<file path="src/rtl/core/fpa_pkg.sv">
// ----------------------------------------------------------------------------
// fpa_pkg
// shared types and constants of the q24.8 fixed-point alu
// ----------------------------------------------------------------------------
`default_nettype none

package fpa_pkg;

    localparam int DATA_W = 32;
    localparam int OP_W   = 4;

    typedef enum logic [OP_W-1:0] {
        OP_ADD      = 4'd0,
        OP_SUB      = 4'd1,
        OP_MUL      = 4'd2,
        OP_DIV      = 4'd3,
        OP_MIN      = 4'd4,
        OP_MAX      = 4'd5,
        OP_INC      = 4'd6,
        OP_DEC      = 4'd7,
        OP_TO_INT   = 4'd8,
        OP_FROM_INT = 4'd9
    } t_opcode;

    // per-word side data carried alongside the long arithmetic units
    typedef struct packed {
        logic [OP_W-1:0]          opcode;
        logic signed [DATA_W-1:0] simple;
        logic                     dz;
        logic                     lt;
        logic                     eq;
        logic                     gt;
    } t_side;

    typedef struct packed {
        logic signed [DATA_W-1:0] result_value;
        logic                     divide_by_zero;
        logic                     a_less;
        logic                     a_equal;
        logic                     a_greater;
    } t_result;

endpackage

`default_nettype wire

</file>
<file path="src/rtl/core/fpa_mul.sv">
// ----------------------------------------------------------------------------
// fpa_mul
// two-stage signed multiplier with fixed-point rescale
// ----------------------------------------------------------------------------
`default_nettype none

module fpa_mul
    import fpa_pkg::*;
#(
    parameter int FRAC_BITS = 8
) (
    input  wire logic                     i_clk,
    input  wire logic                     i_en,
    input  wire logic signed [DATA_W-1:0] i_a,
    input  wire logic signed [DATA_W-1:0] i_b,
    output      logic signed [DATA_W-1:0] o_product
);

    logic signed [2*DATA_W-1:0] r_prod;
    logic signed [DATA_W-1:0]   r_res;

    always_ff @(posedge i_clk) begin
        if (i_en) begin
            r_prod <= i_a * i_b;
            r_res  <= r_prod[FRAC_BITS+DATA_W-1:FRAC_BITS];
        end
    end

    assign o_product = r_res;

endmodule

`default_nettype wire

</file>
<file path="config.mk">
export PLATFORM = sky130hd
export DESIGN_NAME = fpa_mul
export DESIGN_NICKNAME = d
export VERILOG_FILES = /design/src/rtl/core/fpa_pkg.sv /design/src/rtl/core/fpa_mul.sv
export SDC_FILE = /design/constraint.sdc
export NUM_CORES = 2
export LEC_CHECK = 0
export BUFFER_PORTS_ARGS = -buffer_cell sky130_fd_sc_hd__buf_2
export CAP_MARGIN = 20
export CORE_ASPECT_RATIO = 1.25
export CORE_MARGIN = 3
export CORE_UTILIZATION = 50
export CTS_CLUSTER_SIZE = 12
export DETAILED_ROUTE_END_ITERATION = 6
export PLACE_DENSITY = 0.67
export SLEW_MARGIN = 10
export SYNTH_ARGS = -nofsm -noshare
export SYNTH_HDL_FRONTEND = slang
export SYNTH_SLANG_ARGS = --single-unit
</file>
<file path="constraint.sdc">
create_clock -name i_clk -period 8.75 [get_ports i_clk]
set_clock_uncertainty 0.1 [all_clocks]
set_input_delay 2.625 -clock i_clk [delete_from_list [all_inputs] [get_ports i_clk]]
set_output_delay 2.625 -clock i_clk [all_outputs]
set_load 0.05 [all_outputs]
</file>
Word-level counts from Yosys, hierarchy flattened
Cells that the tools add are included.
{"block": "classes", "n_mul": 1}
{"cell": "$mul 32x32->40", "count": 1}
{"block": "word_totals", "input_bits": 66, "elab_cells": 3, "output_inout_bits": 32, "reg_bits": 72}

Logic depth before layout (Yosys ltp)
{"block": "depth", "word_depth": 1, "mapped_depth": 28, "mapped_depth_nobuf": 27}

Least setup slack after synthesis
No wires, ideal clock.
{"block": "synth_timing", "path_type": "input to register", "start": "input port i_a[20]", "end": "register r_prod[38] (data pin)", "n_path_buf": 2, "path_stages": 20, "setup_ns": 0.263, "setup_slack_ns": -0.487, "t_arrival_ns": 8.874, "t_required_ns": 8.387, "cell_sequence": "clkbuf_1 clkbuf_1 nand2_1 fa_1 fa_1 fa_1 fa_1 inv_1 fa_1 fa_1 fa_1 fa_1 ha_1 and3_1 a2111oi_0 a21oi_1 nor2_1 o21ai_0 a211oi_1 nor2_1"}
{"block": "synth_via", "elab_chain_len": 1}
{"element": "start, declared", "line_no": "fpa_mul.sv:14", "text": "input wire logic signed [DATA_W-1:0] i_a,"}
{"element": "$mul 32x32->40", "line_no": "fpa_mul.sv:24", "text": "r_prod <= i_a * i_b;"}
{"element": "end signal, assigned", "line_no": "fpa_mul.sv:24"}
{"element": "end, declared", "line_no": "fpa_mul.sv:19", "text": "logic signed [2*DATA_W-1:0] r_prod;"}
Every way passes these cells.
A chain may end at the register's enable or synchronous reset.

Final worst setup path
{"block": "layout_timing", "start": "input port i_a[8]", "end": "register r_prod[32] (data pin)"}
Same word-level chain as after synthesis.

==> flow_summary.toml <==
[timing]
setup_viol = 11
fin_crit_ns = 8.92
timing.fmax_mhz = 112
drv_slew = 0
fin_ws_ns = -0.165
hold_ws_ns = 0.307
tightestPinTransition_ns = 0.868
finalCritPeriodShare = 1.02
relSlewSlack = 0.421
rsz0062_at_grt = "yes"
finalHoldViolCount = 0

[worst_setup_path]
r2r-start = "r_prod[21]"
crit_required_ns = 8.75
cp_slowest_cell = "fa_2"
critPathLaunchType = "input port"
endpoint_kind = "register"
path_max_fanout = 6
crit_start = "i_a[8]"
critPathArrivalTime_ns = 8.92
critPathMaxStageDelay_ns = 0.58
crit_type = "input port to register"
crit_top_cell = "fa_1"

[place]
gp_routability_congestion = 0.921
numPortBuffers = 97
placed_cells = 3567
dp_hpwl_um = 61000
dp_slack_ns = -0.800

[synth]
yosysWarnings = 0
synth_top_cell_by_area = "fa_1"
avgSynthCellArea_um2 = 9.50
synth_cells = 2669
synth_top_cell_area_share = 0.507
synth_edf_count = 64
async_reset_ff_frac = 0
syn_area_um2 = 25300
synth.area.top_cells = "fa_1 51%, and2_1 11%, inv_1 10%"
synth_seq_cells = 64
synth_fp_nets = 3532
ys_seq_area_frac = 0.0758
synth_flop_cell = "edfxtp_1"
yosys.cell_types.count = 46

[floorplan]
die_y_um = 258
die_w_um = 207
dieArea_um2 = 53400
rows = 91
ioPinCount = 98
core_um2 = 49800
start_util = 0.509

[detailed_routing]
wirelength_um = 72300
vias = 18900
drtIter0Drc = 815
vias_per_cell = 5.22
post_drt_wl_per_cell_um = 20.0
ant_nets = 0
first_pass_iters = 5
drc = 0

[cts]
numCtsBuffers = 9
h-tree-depth = 3
clockRootBuffer = "clkbuf_16"
ctsHoldBuffers = 0
clockBufferDepth = 2
clkTransAtPathRegs_ns = 0.06
cts_tree = "done"
clk_latency_ns = 0.36
cts.sinks = 64

[global_routing]
grt_overflow = 0
grt_pass1_vias = 22400
grt_use_total = 0.282
grt_pass1_wl_um = 116000
grt_max_degree = 65
grt_antenna_before_repair = 2

[finish]
fill_cells = 4182
seq_area_um2 = 1920
nets = 3822
drive_gt1_frac = 0.210
syn2layout_area_growth_pct = 20.7
fin_util = 0.615
final_cells = 3617
multi_input_area_um2 = 21300

[min_path]
min_path_type = "register to register"
hold_start = "r_prod[25]"

[job]
drv_cap = 0

[run_status]
outcome = "complete, but fails checks"
violations = "negative setup slack"
==> final cells by class <==
cell class / instances / share of cell area
well taps: 651 / 0.0266
repair buffers: 412 / 0.119
inverters: 698 / 0.0857
diodes: 2 / 0.000164
flip-flops and latches: 64 / 0.0629
clock buffers: 10 / 0.00749
multi-input cells: 1774 / 0.696
clock inverters: 6 / 0.00196
==> registers in the layout, indices dropped and copies added, names as in the netlist <==
name	flops
o_product	32
r_prod	32
==> layout by cell type (no fill, tap or decap), types with 9 or more instances in the layout <==
| cell | instances |
|---|---|
| nor2_1 | 18 |
| buf_12 | 35 |
| o21ai_2 | 9 |
| xnor2_1 | 55 |
| fa_2 | 46 |
| and2_4 | 23 |
| fa_1 | 596 |
| ha_4 | 31 |
| a21oi_2 | 11 |
| xor2_1 | 18 |
| buf_6 | 35 |
| buf_2 | 51 |
| buf_4 | 272 |
| edfxtp_1 | 64 |
| nand2_1 | 311 |
| clkbuf_16 | 9 |
| and2_1 | 413 |
| inv_2 | 22 |
| ha_1 | 122 |
| clkbuf_4 | 9 |
| inv_1 | 676 |
==> logic make-up after synthesis <==
family	after synthesis	synth area share
AOI/OAI and AO/OA	84	0.0234
adders and majority gates	797	0.584
DFF	64	0.0758
xor gates and xnor gates	79	0.0273
buffers and inverters	831	0.123
and+or+nand+nor	814	0.167
==> worst max-delay path: cells and delay by family <==
family                     cells  cell delay [ns]
AOI/OAI and AO/OA              7             1.61
and+or+nand+nor                1             0.13
buffers and inverters          7             0.72
adders and majority gates      9             3.68
xor gates and xnor gates       1             0.14
==> layer usage <==
layer	share of wire	up-vias	global-route usage
met3	0.034	270	0.0233
met2	0.56	572	0.550
met4	0.083	0	0.180
met5	0	-	0
met1	0.32	9870	0.287
li1	-	8155	-
==> synthesized netlist by cell type (all sizes together) (8+ instances only) <==
master / n
nand2: 319
o21ai: 18
ha: 155
a21o: 8
xor2: 20
a21oi: 22
inv: 698
xnor2: 59
edfxtp: 64
clkbuf: 129
and2: 436
nor2: 26
nor3: 10
fa: 642
==> final timing paths <==
kind,to,slack (ns),cells after the start
setup / recovery,r_prod[32],-0.17,25
hold / removal,o_product[17],0.31,0
setup reg to reg,o_product[13],7.84,0
hold reg to reg,o_product[17],0.31,0
==> through the flow <==
stage               TNS (ns)  area (um^2)
floorplan             -0.202        25800
global placement      -12.11        28900
detailed placement    -13.89        28900
CTS                    -1.42        29900
global route           -3.53        30600
finish                -0.942        30600
==> repair_timing <==
action / CTS / global route
gates cloned: 3 / 0
endpoints found under the setup margin: 24 / 24
pin swaps: 79 / 117
gates resized for setup: 124 / 164
buffers inserted: 17 / 17
Power is left out: the tool's default activity adds up to more than one toggle a clock period on the data nets, which glitch-free logic cannot reach.
